[config.mk]
export PLATFORM = sky130hd
export DESIGN_NAME = packet_sequence_window_checker_unit
export DESIGN_NICKNAME = d
export VERILOG_FILES = /design/src/psw_pkg.sv /design/src/psw_flow_table.sv /design/src/psw_check.sv /design/src/packet_sequence_window_checker_unit.sv
export SDC_FILE = /design/constraint.sdc
export NUM_CORES = 1
export LEC_CHECK = 0
export BUFFER_PORTS_ARGS = -buffer_cell sky130_fd_sc_hd__buf_2
export CAP_MARGIN = 20
export CORE_MARGIN = 2
export CORE_UTILIZATION = 30
export DETAILED_ROUTE_END_ITERATION = 8
export GPL_TIMING_DRIVEN = 0
export PLACE_DENSITY = 0.52
export SLEW_MARGIN = 20
export SYNTH_ARGS = -nofsm -noshare
export SYNTH_HDL_FRONTEND = slang
export SYNTH_SLANG_ARGS = --single-unit
[constraint.sdc]
create_clock -name i_clk -period 8.27 [get_ports i_clk]
set_input_delay 0.827 -clock i_clk [delete_from_list [all_inputs] [get_ports i_clk]]
set_output_delay 0.827 -clock i_clk [all_outputs]
set_load 0.01 [all_outputs]
[src/psw_pkg.sv]
`timescale 1ns / 1ps
// ----------------------------------------------------------------------------
// psw_pkg
// Types, codes and helpers of the packet sequence window checker.
// ----------------------------------------------------------------------------
package psw_pkg;

    localparam int SEQ_W   = 7;
    localparam int LEN_W   = 13;
    localparam int CH_W    = 4;
    localparam int CFG_IDX_W  = 1;
    localparam int CFG_DATA_W = 13;

    localparam logic [CFG_IDX_W-1:0] CFG_WINDOW_SIZE = 1'd0;
    localparam logic [CFG_IDX_W-1:0] CFG_FACILITY    = 1'd1;

    localparam logic [SEQ_W-1:0] WINDOW_RESET   = 7'd2;
    localparam logic [LEN_W-1:0] FACILITY_RESET = 13'd128;

    typedef enum logic [1:0] {
        OP_DATA  = 2'd0,
        OP_RR    = 2'd1,
        OP_RNR   = 2'd2,
        OP_RESET = 2'd3
    } t_op;

    typedef enum logic [3:0] {
        DIAG_OK          = 4'd0,
        DIAG_PS_RANGE    = 4'd1,
        DIAG_PR_RANGE    = 4'd2,
        DIAG_EMPTY       = 4'd3,
        DIAG_TOO_LONG    = 4'd4,
        DIAG_OVER_FAC    = 4'd5,
        DIAG_OUT_OF_ORDER = 4'd6,
        DIAG_PS_WINDOW   = 4'd7,
        DIAG_BAD_PR      = 4'd8
    } t_diag;

    typedef struct packed {
        t_op              op;
        logic             in_range;
        logic             from_callee;
        logic [7:0]       send_seq;
        logic [7:0]       recv_seq;
        logic [LEN_W-1:0] data_length;
    } t_item;

    typedef struct packed {
        logic [SEQ_W-1:0] caller_send_seq;
        logic [SEQ_W-1:0] caller_recv_low;
        logic [SEQ_W-1:0] callee_send_seq;
        logic [SEQ_W-1:0] callee_recv_low;
    } t_flow;

    typedef struct packed {
        logic  forwarded;
        t_diag diag;
    } t_result;

    typedef logic [SEQ_W-1:0] t_seq_tab [1 << SEQ_W];

    // inclusive modular range, wraps when hi is below lo
    function automatic logic seq_in_range(input logic [SEQ_W-1:0] x,
                                          input logic [SEQ_W-1:0] lo,
                                          input logic [SEQ_W-1:0] hi);
        logic r;
        if (hi < lo) begin
            r = (x <= hi) || (x >= lo);
        end else if (hi > lo) begin
            r = (x >= lo) && (x <= hi);
        end else begin
            r = (x == lo);
        end
        return r;
    endfunction

endpackage

[src/psw_flow_table.sv]
`timescale 1ns / 1ps
// ----------------------------------------------------------------------------
// psw_flow_table
// Per-channel flow state memory with valid bits and write-to-read bypass.
// ----------------------------------------------------------------------------
module psw_flow_table #(
    parameter int CHANNELS = 16,
    localparam int AW = (CHANNELS > 1) ? $clog2(CHANNELS) : 1
) (
    input  logic            i_clk,
    input  logic            i_rst_n,
    input  logic            i_rd_en,
    input  logic [AW-1:0]   i_rd_addr,
    input  logic            i_wr_en,
    input  logic [AW-1:0]   i_wr_addr,
    input  psw_pkg::t_flow  i_wr_data,
    output psw_pkg::t_flow  o_rd_data
);

    psw_pkg::t_flow r_mem [CHANNELS];
    psw_pkg::t_flow r_rd_data;
    psw_pkg::t_flow r_byp_data;
    logic [CHANNELS-1:0] r_valid;
    logic r_rd_valid;
    logic r_byp_hit;

    always_ff @(posedge i_clk) begin
        if (i_wr_en) begin
            r_mem[i_wr_addr] <= i_wr_data;
        end
        if (i_rd_en) begin
            r_rd_data <= r_mem[i_rd_addr];
        end
    end

    always_ff @(posedge i_clk) begin
        if (!i_rst_n) begin
            r_valid    <= '0;
            r_rd_valid <= 1'b0;
            r_byp_hit  <= 1'b0;
        end else begin
            if (i_wr_en) begin
                r_valid[i_wr_addr] <= 1'b1;
            end
            if (i_rd_en) begin
                r_rd_valid <= r_valid[i_rd_addr];
                // write landing in the same edge as the read
                r_byp_hit  <= i_wr_en && (i_wr_addr == i_rd_addr);
            end
        end
    end

    always_ff @(posedge i_clk) begin
        if (i_rd_en) begin
            r_byp_data <= i_wr_data;
        end
    end

    always_comb begin
        if (r_byp_hit) begin
            o_rd_data = r_byp_data;
        end else if (r_rd_valid) begin
            o_rd_data = r_rd_data;
        end else begin
            o_rd_data = '0;
        end
    end

endmodule

[src/psw_check.sv]
`timescale 1ns / 1ps
// ----------------------------------------------------------------------------
// psw_check
// Sequence, length and window checks of one item against its channel state.
// ----------------------------------------------------------------------------
module psw_check #(
    parameter int SEQ_MODULUS    = 128,
    parameter int MAX_DATA_BYTES = 4096
) (
    input  psw_pkg::t_item                 i_item,
    input  psw_pkg::t_flow                 i_entry,
    input  logic [psw_pkg::SEQ_W-1:0]      i_win_mod,
    input  logic [psw_pkg::LEN_W-1:0]      i_facility,
    output psw_pkg::t_result               o_result,
    output logic                           o_wr_en,
    output psw_pkg::t_flow                 o_entry
);

    localparam logic [7:0] MOD8 = 8'(SEQ_MODULUS);
    localparam logic [psw_pkg::SEQ_W-1:0] SEQ_LAST = psw_pkg::SEQ_W'(SEQ_MODULUS - 1);
    localparam logic [psw_pkg::LEN_W-1:0] MAX_LEN = psw_pkg::LEN_W'(MAX_DATA_BYTES);

    logic [psw_pkg::SEQ_W-1:0] own_ps, own_pr, peer_ps, peer_pr;
    logic [psw_pkg::SEQ_W-1:0] ps, pr, ps_next, win_hi;
    logic [7:0] win_sum;
    logic ps_big, pr_big;
    logic ok;
    psw_pkg::t_diag diag;
    psw_pkg::t_flow upd;

    assign own_ps  = i_item.from_callee ? i_entry.callee_send_seq : i_entry.caller_send_seq;
    assign own_pr  = i_item.from_callee ? i_entry.callee_recv_low : i_entry.caller_recv_low;
    assign peer_ps = i_item.from_callee ? i_entry.caller_send_seq : i_entry.callee_send_seq;
    assign peer_pr = i_item.from_callee ? i_entry.caller_recv_low : i_entry.callee_recv_low;

    assign ps     = i_item.send_seq[psw_pkg::SEQ_W-1:0];
    assign pr     = i_item.recv_seq[psw_pkg::SEQ_W-1:0];
    assign ps_big = i_item.send_seq >= MOD8;
    assign pr_big = i_item.recv_seq >= MOD8;

    // window top, both terms below the modulus so one subtract wraps it
    assign win_sum = {1'b0, peer_pr} + {1'b0, i_win_mod};
    assign win_hi  = (win_sum >= MOD8) ? psw_pkg::SEQ_W'(win_sum - MOD8)
                                       : win_sum[psw_pkg::SEQ_W-1:0];
    assign ps_next = (ps == SEQ_LAST) ? '0 : ps + 1'b1;

    always_comb begin
        diag = psw_pkg::DIAG_OK;
        ok   = 1'b0;
        upd  = i_entry;
        case (i_item.op)
            psw_pkg::OP_RESET: begin
                ok  = 1'b1;
                upd = '0;
            end
            psw_pkg::OP_DATA: begin
                if (ps_big) begin
                    diag = psw_pkg::DIAG_PS_RANGE;
                end else if (pr_big) begin
                    diag = psw_pkg::DIAG_PR_RANGE;
                end else if (i_item.data_length == '0) begin
                    diag = psw_pkg::DIAG_EMPTY;
                end else if (i_item.data_length > MAX_LEN) begin
                    diag = psw_pkg::DIAG_TOO_LONG;
                end else if (i_item.data_length > i_facility) begin
                    diag = psw_pkg::DIAG_OVER_FAC;
                end else if (ps != own_ps) begin
                    diag = psw_pkg::DIAG_OUT_OF_ORDER;
                end else if (!psw_pkg::seq_in_range(ps, peer_pr, win_hi)) begin
                    diag = psw_pkg::DIAG_PS_WINDOW;
                end else if (!psw_pkg::seq_in_range(pr, own_pr, peer_ps)) begin
                    diag = psw_pkg::DIAG_BAD_PR;
                end else begin
                    ok = 1'b1;
                    if (i_item.from_callee) begin
                        upd.callee_send_seq = ps_next;
                        upd.callee_recv_low = pr;
                    end else begin
                        upd.caller_send_seq = ps_next;
                        upd.caller_recv_low = pr;
                    end
                end
            end
            default: begin
                // receive ready and receive not ready
                if (pr_big) begin
                    diag = psw_pkg::DIAG_PR_RANGE;
                end else if (!psw_pkg::seq_in_range(pr, own_pr, peer_ps)) begin
                    diag = psw_pkg::DIAG_BAD_PR;
                end else begin
                    ok = 1'b1;
                    if (i_item.from_callee) begin
                        upd.callee_recv_low = pr;
                    end else begin
                        upd.caller_recv_low = pr;
                    end
                end
            end
        endcase
    end

    // unknown channels are not forwarded and carry no diagnostic
    always_comb begin
        if (i_item.in_range) begin
            o_result.forwarded = ok;
            o_result.diag      = diag;
        end else begin
            o_result.forwarded = 1'b0;
            o_result.diag      = psw_pkg::DIAG_OK;
        end
    end

    assign o_wr_en = i_item.in_range && ok;
    assign o_entry = upd;

endmodule

[src/packet_sequence_window_checker_unit.sv]
`timescale 1ns / 1ps
// pipeline: an input transfer loads the s1 item register and reads the flow table; the check
// result is registered into the output register when s1 fires, and an output stall holds both
// throughput: one item per cycle while results are taken; flow table read at the input transfer,
// written when the item leaves s1; a write to the channel being read is bypassed into that read
// reset: synchronous active low; clears flow table valid bits (all channels read as zero),
// empties the pipeline, window size back to 2 and facility to 128 bytes
// ----------------------------------------------------------------------------
// packet_sequence_window_checker_unit
// Per-channel sliding window flow control check for data, window update and flow reset packets.
// ----------------------------------------------------------------------------
module packet_sequence_window_checker_unit #(
    parameter int CHANNELS       = 16,
    parameter int SEQ_MODULUS    = 128,
    parameter int MAX_DATA_BYTES = 4096
) (
    input  logic                              i_clk,
    input  logic                              i_rst_n,
    input  logic                              i_valid,
    output logic                              o_ready,
    input  logic [1:0]                        i_op,
    input  logic [psw_pkg::CH_W-1:0]          i_channel,
    input  logic                              i_from_callee,
    input  logic [7:0]                        i_send_seq,
    input  logic [7:0]                        i_recv_seq,
    input  logic [psw_pkg::LEN_W-1:0]         i_data_length,
    output logic                              o_valid,
    input  logic                              i_ready,
    output logic                              o_forwarded,
    output logic [3:0]                        o_diag_code,
    input  logic                              i_cfg_valid,
    output logic                              o_cfg_ready,
    input  logic [psw_pkg::CFG_IDX_W-1:0]     i_cfg_index,
    input  logic [psw_pkg::CFG_DATA_W-1:0]    i_cfg_data
);

    localparam int AW = (CHANNELS > 1) ? $clog2(CHANNELS) : 1;
    localparam int XW = (AW > psw_pkg::CH_W) ? AW : psw_pkg::CH_W;

    function automatic psw_pkg::t_seq_tab build_win_mod();
        psw_pkg::t_seq_tab tab;
        for (int i = 0; i < (1 << psw_pkg::SEQ_W); i++) begin
            tab[i] = psw_pkg::SEQ_W'(i % SEQ_MODULUS);
        end
        return tab;
    endfunction

    localparam psw_pkg::t_seq_tab WIN_MOD = build_win_mod();

    logic                          r_s1_valid;
    psw_pkg::t_item                r_s1_item;
    logic [AW-1:0]                 r_s1_addr;
    logic                          r_out_valid;
    psw_pkg::t_result              r_out;
    logic [psw_pkg::SEQ_W-1:0]     r_win_mod;
    logic [psw_pkg::LEN_W-1:0]     r_facility;

    logic                          in_xfer;
    logic                          s1_fire;
    logic [XW-1:0]                 ch_ext;
    logic [AW-1:0]                 rd_addr;
    psw_pkg::t_item                n_item;
    psw_pkg::t_flow                entry;
    psw_pkg::t_flow                wr_entry;
    psw_pkg::t_result              n_out;
    logic                          chk_wr;

    assign s1_fire = r_s1_valid && (!r_out_valid || i_ready);
    assign o_ready = !r_s1_valid || s1_fire;
    assign in_xfer = i_valid && o_ready;

    assign ch_ext  = XW'(i_channel);
    assign rd_addr = ch_ext[AW-1:0];

    always_comb begin
        n_item.op          = psw_pkg::t_op'(i_op);
        n_item.in_range    = 32'(i_channel) < CHANNELS;
        n_item.from_callee = i_from_callee;
        n_item.send_seq    = i_send_seq;
        n_item.recv_seq    = i_recv_seq;
        n_item.data_length = i_data_length;
    end

    psw_flow_table #(
        .CHANNELS (CHANNELS)
    ) u_table (
        .i_clk     (i_clk),
        .i_rst_n   (i_rst_n),
        .i_rd_en   (in_xfer),
        .i_rd_addr (rd_addr),
        .i_wr_en   (s1_fire && chk_wr),
        .i_wr_addr (r_s1_addr),
        .i_wr_data (wr_entry),
        .o_rd_data (entry)
    );

    psw_check #(
        .SEQ_MODULUS    (SEQ_MODULUS),
        .MAX_DATA_BYTES (MAX_DATA_BYTES)
    ) u_check (
        .i_item     (r_s1_item),
        .i_entry    (entry),
        .i_win_mod  (r_win_mod),
        .i_facility (r_facility),
        .o_result   (n_out),
        .o_wr_en    (chk_wr),
        .o_entry    (wr_entry)
    );

    // control
    always_ff @(posedge i_clk) begin
        if (!i_rst_n) begin
            r_s1_valid  <= 1'b0;
            r_out_valid <= 1'b0;
        end else begin
            if (in_xfer) begin
                r_s1_valid <= 1'b1;
            end else if (s1_fire) begin
                r_s1_valid <= 1'b0;
            end
            if (s1_fire) begin
                r_out_valid <= 1'b1;
            end else if (i_ready) begin
                r_out_valid <= 1'b0;
            end
        end
    end

    // payload
    always_ff @(posedge i_clk) begin
        if (in_xfer) begin
            r_s1_item <= n_item;
            r_s1_addr <= rd_addr;
        end
        if (s1_fire) begin
            r_out <= n_out;
        end
    end

    // configuration, window kept already reduced by the modulus
    always_ff @(posedge i_clk) begin
        if (!i_rst_n) begin
            r_win_mod  <= WIN_MOD[psw_pkg::WINDOW_RESET];
            r_facility <= psw_pkg::FACILITY_RESET;
        end else if (i_cfg_valid) begin
            if (i_cfg_index == psw_pkg::CFG_WINDOW_SIZE) begin
                r_win_mod <= WIN_MOD[i_cfg_data[psw_pkg::SEQ_W-1:0]];
            end else begin
                r_facility <= i_cfg_data[psw_pkg::LEN_W-1:0];
            end
        end
    end

    assign o_cfg_ready = 1'b1;
    assign o_valid     = r_out_valid;
    assign o_forwarded = r_out.forwarded;
    assign o_diag_code = r_out.diag;

endmodule

---- After elaboration in Yosys (flattened, before gate mapping) ----
Memory sizes are Yosys's and may differ from the RTL's. A register that Yosys moved wholly into a read port is not among the register bits.
Index checks and enable logic that the tools add are counted.
storage, ports and cells
  RAM bits ................................ 448
  output and inout port bits .............. 8
  bits in latches ......................... 0
  memories kept ........................... 2
  register bits after elaboration ......... 102
  bits in read-only memories .............. 896
  input bits .............................. 55
  word-level logic and storage cells ...... 150
operators by class
  divide/modulo/power cells ............... 0
  shift operators ......................... 0
  equal/unequal tests ..................... 6
  bitwise gates (word level) .............. 3
  muxes and demuxes ....................... 81
  multipliers ............................. 0
  $add $sub $neg .......................... 3
  order comparisons ....................... 16
  reduce and logical (&&, ||, !) cells .... 21
memory list
  name              words  bits a word  read ports  clocked after Yosys merged registers in  write ports  RTL line                                    source
  (name not given)  128    7            1           1                                        0            packet_sequence_window_checker_unit.sv:147  r_win_mod <= WIN_MOD[i_cfg_data[psw_pkg::SEQ_W-1:0]];
  u_table.r_mem     16     28           1           1                                        1            psw_flow_table.sv:20                        psw_pkg::t_flow r_mem [CHANNELS];
operator list
  cell                                                                   count
  28-bit 2-to-1 mux                                                      10
  7-bit 2-to-1 mux                                                       12
  7-bit one-hot mux with 2 select lines                                  4
  4-bit 2-to-1 mux                                                       10
  1-bit 2-to-1 mux                                                       39
  14-bit 2-to-1 mux                                                      2
  8-bit greater-or-equal comparator (second input constant)              3
  16-bit OR                                                              1
  7-bit equality test                                                    2
  7-bit greater-or-equal comparator                                      2
  7-bit > comparator                                                     2
  7-bit less-or-equal comparator                                         2
  7-bit < comparator                                                     2
  13-bit > comparator                                                    1
  13-bit > comparator (second input constant)                            1
  13-bit zero test                                                       1
  4-bit by 5-bit < comparator with 1-bit output (second input constant)  2
  7-bit by 7-bit adder with 8-bit output                                 1
  7-bit NOT with 8-bit output                                            1
  4-bit one-hot mux with 2 select lines                                  1
  7-bit by 1-bit adder with 7-bit output (second input constant)         1
  7-bit equality test (second input constant)                            1
  1-bit logical AND                                                      7
  7-bit != test                                                          1
  other kinds (14)                                                       21

---- Logic depth before layout (Yosys ltp) ----
  depth after elaboration ................. 37
  gate-level depth with buffers ........... 28

---- Hierarchy ----
From an unflattened synthesis, not the netlist that was laid out.
second synthesis, totals
  cell total of the unflattened synthesis .. 1337
  area total of the unflattened synthesis .. 24687.4 um^2
modules (own cells, without submodules)
  module                               seq. area each (um^2)  cells each  instances  area each (um^2)
  psw_flow_table                       15494.9                797         1          19621.3
  psw_check                            0.0                    401         1          2934.1
  packet_sequence_window_checker_unit  1671.6                 139         1          2132.0

---- Worst setup path after synthesis ----
Ideal clock, no wire load.
  path kind ............................... flip-flop to flip-flop
  from .................................... register u_table.r_byp_hit
  to ...................................... memory u_table.r_mem[2][0] (netlist name) (enable)
  data required time ...................... 7.786 ns
  path slack .............................. -0.118 ns
  period minus slack after synthesis ...... 8.388 ns
  arrival time ............................ 7.905 ns
  setup time .............................. 0.484 ns
  stages on the path, launching flop included .. 28
  cells stage by stage .................... dfxtp_1 -> buf_2 -> clkbuf_1 -> nor2b_1 -> clkbuf_1 -> clkbuf_1 -> a22o_1 -> nor2_1 -> a21oi_1 -> ha_1 -> fa_1 -> a21o_1 -> a21oi_1 -> o21bai_1 -> a21oi_1 -> xor2_1 -> inv_1 -> ha_1 -> nand4_1 -> o22a_1 -> or3_1 -> a311o_1 -> o21a_1 -> o21a_1 -> inv_2 -> nand2_1 -> buf_2 -> nor4_1
between the ends
  cells in the longest elaborated chain, start to end .. 27
ends and longest elaborated chain
  item                                                                                              RTL line                                   source
  start, declared                                                                                   psw_flow_table.sv:25                       logic r_byp_hit;
  start signal, assigned                                                                            psw_flow_table.sv:48                       r_byp_hit <= i_wr_en && (i_wr_addr == i_rd_addr);
  28-bit 2-to-1 mux *                                                                               psw_flow_table.sv:60                       if (r_byp_hit) begin
  7-bit 2-to-1 mux                                                                                  psw_check.sv:34                            assign peer_pr = i_item.from_callee ? i_entry.caller_recv_low : i_entry.callee_recv_low;
  7-bit by 7-bit adder with 8-bit output                                                            psw_check.sv:42                            assign win_sum = {1'b0, peer_pr} + {1'b0, i_win_mod};
  7-bit by 1-bit subtractor with 7-bit output or 8-bit greater-or-equal comparator (tied branches)  psw_check.sv:43                            assign win_hi = (win_sum >= MOD8) ? psw_pkg::SEQ_W'(win_sum - MOD8)
  7-bit 2-to-1 mux                                                                                  psw_check.sv:43
  7-bit less-or-equal comparator                                                                    psw_pkg.sv:68, psw_pkg.sv:70
  1-bit logical AND                                                                                 psw_pkg.sv:70                              r = (x >= lo) && (x <= hi);
  1-bit 2-to-1 mux                                                                                  psw_pkg.sv:69                              end else if (hi > lo) begin
  [... 12 more ...]                                                                                 -
  1-bit 2-to-1 mux                                                                                  psw_check.sv:61                            end else if (i_item.data_length == '0) begin
  1-bit 2-to-1 mux                                                                                  psw_check.sv:59                            end else if (pr_big) begin
  1-bit 2-to-1 mux                                                                                  psw_check.sv:57                            if (ps_big) begin
  1-bit one-hot mux with 2 select lines *                                                           psw_check.sv:51                            case (i_item.op)
  net chk_wr                                                                                        packet_sequence_window_checker_unit.sv:66  logic chk_wr;
  1-bit logical AND *                                                                               packet_sequence_window_checker_unit.sv:91  .i_wr_en (s1_fire && chk_wr),
  1-bit 2-to-1 mux *                                                                                psw_flow_table.sv:28                       if (i_wr_en) begin
  1-bit 2-to-1 mux (not written as such) *                                                          psw_flow_table.sv:29                       r_mem[i_wr_addr] <= i_wr_data;
  end, declared                                                                                     psw_flow_table.sv:20
The timed path passes the listed nets; every way through them passes the cells marked *. The select of a mux whose other input is x is not followed.

---- Worst setup path after layout ----
  from .................................... register r_s1_item[29] (netlist name)
  to ...................................... memory u_table.r_mem[4][12] (netlist name) (enable)
between the ends
  cells in the longest elaborated chain, start to end .. 26
ends and longest elaborated chain
  item                                                                                              RTL line                                    source
  start, declared                                                                                   packet_sequence_window_checker_unit.sv:51   psw_pkg::t_item r_s1_item;
  start signal, assigned                                                                            packet_sequence_window_checker_unit.sv:132  r_s1_item <= n_item;
  7-bit 2-to-1 mux                                                                                  psw_check.sv:34
  7-bit by 7-bit adder with 8-bit output                                                            psw_check.sv:42
  7-bit by 1-bit subtractor with 7-bit output or 8-bit greater-or-equal comparator (tied branches)  psw_check.sv:43
  7-bit 2-to-1 mux                                                                                  psw_check.sv:43
  7-bit less-or-equal comparator                                                                    psw_pkg.sv:68, psw_pkg.sv:70
  1-bit logical AND                                                                                 psw_pkg.sv:70
  1-bit 2-to-1 mux                                                                                  psw_pkg.sv:69
  1-bit 2-to-1 mux                                                                                  psw_pkg.sv:67                               if (hi < lo) begin
  [... 11 more ...]                                                                                 -
  1-bit 2-to-1 mux                                                                                  psw_check.sv:61
  1-bit 2-to-1 mux                                                                                  psw_check.sv:59
  1-bit 2-to-1 mux                                                                                  psw_check.sv:57
  1-bit one-hot mux with 2 select lines *                                                           psw_check.sv:51
  net chk_wr                                                                                        packet_sequence_window_checker_unit.sv:66
  1-bit logical AND *                                                                               packet_sequence_window_checker_unit.sv:91
  1-bit 2-to-1 mux *                                                                                psw_flow_table.sv:28
  1-bit 2-to-1 mux (not written as such) *                                                          psw_flow_table.sv:29
Marked as above.

==> results.json <==
{
  "drt_wl_total_um": 68100,
  "cts_tree": "done",
  "max_freq_mhz": 128,
  "cts_hold_buf": 0,
  "tightest_slew_ns": 1.19,
  "critPathSlowestCell": "nor4_2",
  "worstRegToRegCells": 27,
  "ys_types": 64,
  "antenna_found_initial": 5,
  "clk_pin_slew_ns": 0.06,
  "synth_ff_type": "edfxtp_1",
  "io_pins": 63,
  "diodes": 0,
  "yosys.area_share.simple_pct": 4.92,
  "async_reset_ff_share_pct": 0,
  "min_path_cells": 1,
  "synth_top_family_by_area": "multiplexers",
  "die_w_um": 291,
  "drive_gt1_share_pct": 27.9,
  "synth_seq_area_share_pct": 69.6,
  "max-vdd-ir-drop_mv": 0.205,
  "clockPowerShare_pct": 42.2,
  "critical_path_class": "flip-flop to flip-flop",
  "p_per_area_nw_per_um2": 216,
  "fp.coreArea_sq_um": 81700,
  "wl_met3_um": 4490,
  "fin_hold_ws_ns": 0.358,
  "drtIter0Drc": 1214,
  "yosys.area.top_type": "edfxtp_1",
  "max_slew_margin_pct": 20.7,
  "root_buffer": "clkbuf_16",
  "critPathBufInv": 10,
  "wl_met2_um": 30700,
  "startpoint_type": "flip-flop",
  "ys_top_cells_by_area": "edfxtp_1 (66%), mux4_2 (13%), ha_1 (3.4%)",
  "setup_slack_ns": 0.436,
  "synth_fa_ha_area_share_pct": 3.48,
  "portBuffers": 60,
  "fin_util_pct": 35.7,
  "worstSetupPathDepth": 27,
  "dr.max_layer_used": "met4",
  "final_nets": 1719,
  "die_y_um": 291,
  "hp-class": "input port to flip-flop",
  "synth_compound_area_share_pct": 5.09,
  "finalSetupViolCount": 0,
  "gp_congestion": 0.879,
  "outcome": "finished clean",
  "hold_viol": 0,
  "p_switching_w": 0.00141,
  "worstSetupEndpointType": "flip-flop",
  "p_sw_share_pct": 22.4,
  "period_minus_slack_ns": 7.83,
  "synth_edf_count": 545,
  "cts_made_buffers": 61,
  "r2r_slack_ns": 0.44,
  "cts_setup_buffers": 0,
  "min_to": "r_s1_item[8]",
  "drv_slew": 0,
  "grt_use_total_pct": 16.1,
  "overflow": 0,
  "syn_inst": 1376,
  "fin_worst_skew_ns": 0.0471,
  "drc": 0,
  "num_vias": 13790,
  "area_growth_pct": 18.3,
  "die_area_sq_um": 84500,
  "ys_warn_count": 0,
  "ant_nets": 0,
  "clock_latency_ns": 0.66,
  "worst_path_most_repeated_cell": "buf_2",
  "first_pass_iters": 5,
  "grt_pass1_wl_um": 98800,
  "syn_nets": 1499,
  "min_period_over_period_pct": 94.7,
  "synth_xor_area_share_pct": 0.817,
  "p_seq_share_pct": 52.0,
  "start_util_pct": 30.2,
  "critPathTopFamily": "buffers and inverters",
  "dp_hpwl_um": 49700,
  "place_ws_ns": -0.923,
  "nFillCells": 7625,
  "combPwrFrac_pct": 5.8,
  "synth_seq_cells": 585,
  "via_per_inst": 5.08,
  "cpPeakStageDelay_ns": 0.71,
  "synthMuxAreaShare_pct": 14.3,
  "grt_pass1_vias": 14054,
  "synth_top_area_share_pct": 66.4,
  "rsz0062_at_grt": "false",
  "clockBufferDepth": 3,
  "worst_ep_arrival_time_ns": 8.17,
  "cp_max_fo": 10,
  "h-tree-depth": 2,
  "grt_max_degree": 54,
  "hp-start": "i_data_length[8]",
  "rows": 105,
  "wl_per_cell_um": 25.1,
  "syn_area_sq_um": 24600,
  "timing.rr.start": "r_s1_item[29]",
  "cap_viol_max_count": 0,
  "avgSynthCellArea_sq_um": 17.9,
  "clock-sinks": 585,
  "required_ns": 8.61,
  "leakage_nw": 9.81,
  "rr_endpoint": "u_table.r_mem[4][12]",
  "drt-met1-wl_um": 30600,
  "internal_power_w": 0.00490
}
cells in the final DEF (no fill, tap or decap), types with 12 or more instances in the layout:
master     netlist  layout
a21oi_1         33      32
clkbuf_16        0      64
o21ai_1         12      17
edfxtp_1       545     545
buf_6            1      14
a21boi_0        19      19
nor2_1          20      20
nand2_1         86      86
buf_2            5      95
buf_4            1      62
xnor2_1         12      12
clkbuf_1        41      45
ha_1            67      67
o21ai_0         27      19
mux2i_1         21      21
a22o_1          29      29
mux4_2         146     146
dfxtp_1         40      40
nand3b_1        14      14
nand3_1         30      30
nor2b_1         16      16
clkbuf_2         0      15
nand4_1         16      16
inv_1           46      45
per-layer routing:
metal | up-vias | global-route usage [%]
met5 | - | 0
met4 | 0 | 5.62
met3 | 101 | 3.23
met2 | 461 | 24.8
met1 | 7219 | 22.7
li1 | 6009 | -
repair_timing:
action / in CTS / in global routing
endpoints found under the setup margin: 461 / 27
resized for setup: 7 / 13
hold endpoints to repair: 0 / 0
power by group through the flow:
| stage | registers, W | clock network (W) | logic (W) |
|---|---|---|---|
| global route | 0.00329 | 0.00283 | 0.000403 |
| CTS | 0.00328 | 0.00272 | 0.000370 |
| global placement | 0.00335 | 0 | 0.000351 |
| detailed placement | 0.00335 | 0 | 0.000367 |
| floorplan | 0.00334 | 0 | 0.000231 |
| finish | 0.00329 | 0.00266 | 0.000366 |
synthesized netlist by cell type, drive strengths merged, types with 3 or more instances:
master / instances
and2: 9
or2: 7
nand4: 16
a21o: 7
o22ai: 5
a2111oi: 3
nor2: 20
ha: 67
a32oi: 4
nor2b: 16
a21oi: 34
o21bai: 3
nor3: 14
o211ai: 4
mux4: 146
xnor2: 12
nand2b: 8
a22o: 29
nor4: 11
xor2: 11
nand3: 30
nand2: 86
a211oi: 3
edfxtp: 545
a21boi: 20
nand3b: 14
and3: 3
o21a: 11
buf: 23
o21ai: 40
inv: 47
mux2i: 21
dfxtp: 40
clkbuf: 41
worst max-delay path by stage:
stage | startpoint | endpoint | slack, ns
after global placement | u_table.r_byp_hit | u_table.r_mem[2][7] | -6.69
after floorplan | u_table.r_byp_hit | u_table.r_mem[2][0] | -0.12
after CTS | u_table.r_rd_valid | u_table.r_mem[2][8] | 0.03
after global routing | u_table.r_rd_valid | u_table.r_mem[4][13] | 0.13
after detailed placement | u_table.r_byp_hit | u_table.r_mem[2][8] | -0.92
final | r_s1_item[29] | u_table.r_mem[4][12] | 0.44
cell families after synthesis:
logic type | after synthesis
flops | 585
simple gates | 239
compound gates | 180
mux | 168
buf+inv | 112
fa+ha+maj | 68
xor+xnor | 23
other cells | 1
sequential cells by signal, indices dropped and copies added, names as in the netlist:
signal	flops
u_table.r_mem	448
o_diag_code	4
r_s1_item	32
o_valid	1
o_forwarded	1
u_table.r_rd_valid	1
u_table.r_byp_hit	1
u_table.r_rd_data	28
u_table.r_byp_data	28
u_table.r_valid	16
r_s1_valid	1
r_s1_addr	4
r_win_mod	7
r_facility	13
through the flow:
step / cell area (sq um) / power, W / TNS, ns / cells
after global placement: 26300 / 0.00370 / -2260.31 / 2506
after CTS: 29100 / 0.00638 / 0 / 2718
final: 29200 / 0.00631 / 0 / 2716
after global routing: 29200 / 0.00652 / 0 / 2716
after floorplan: 24700 / 0.00357 / -6.62 / 1376
after detailed placement: 27200 / 0.00371 / -99.09 / 2606
final cells by class:
cell class / instances / area, sq um / area share (%)
repair buffers: 158 / 1050 / 3.59
inverters: 48 / 185 / 0.635
flip-flops and latches: 585 / 17200 / 58.9
plain buffers: 63 / 288 / 0.987
well taps: 1070 / 1340 / 4.59
multi-input cells: 679 / 7190 / 24.6
clock inverters: 28 / 249 / 0.854
clock buffers: 85 / 1710 / 5.85
(Power assumes the default switching activity.)
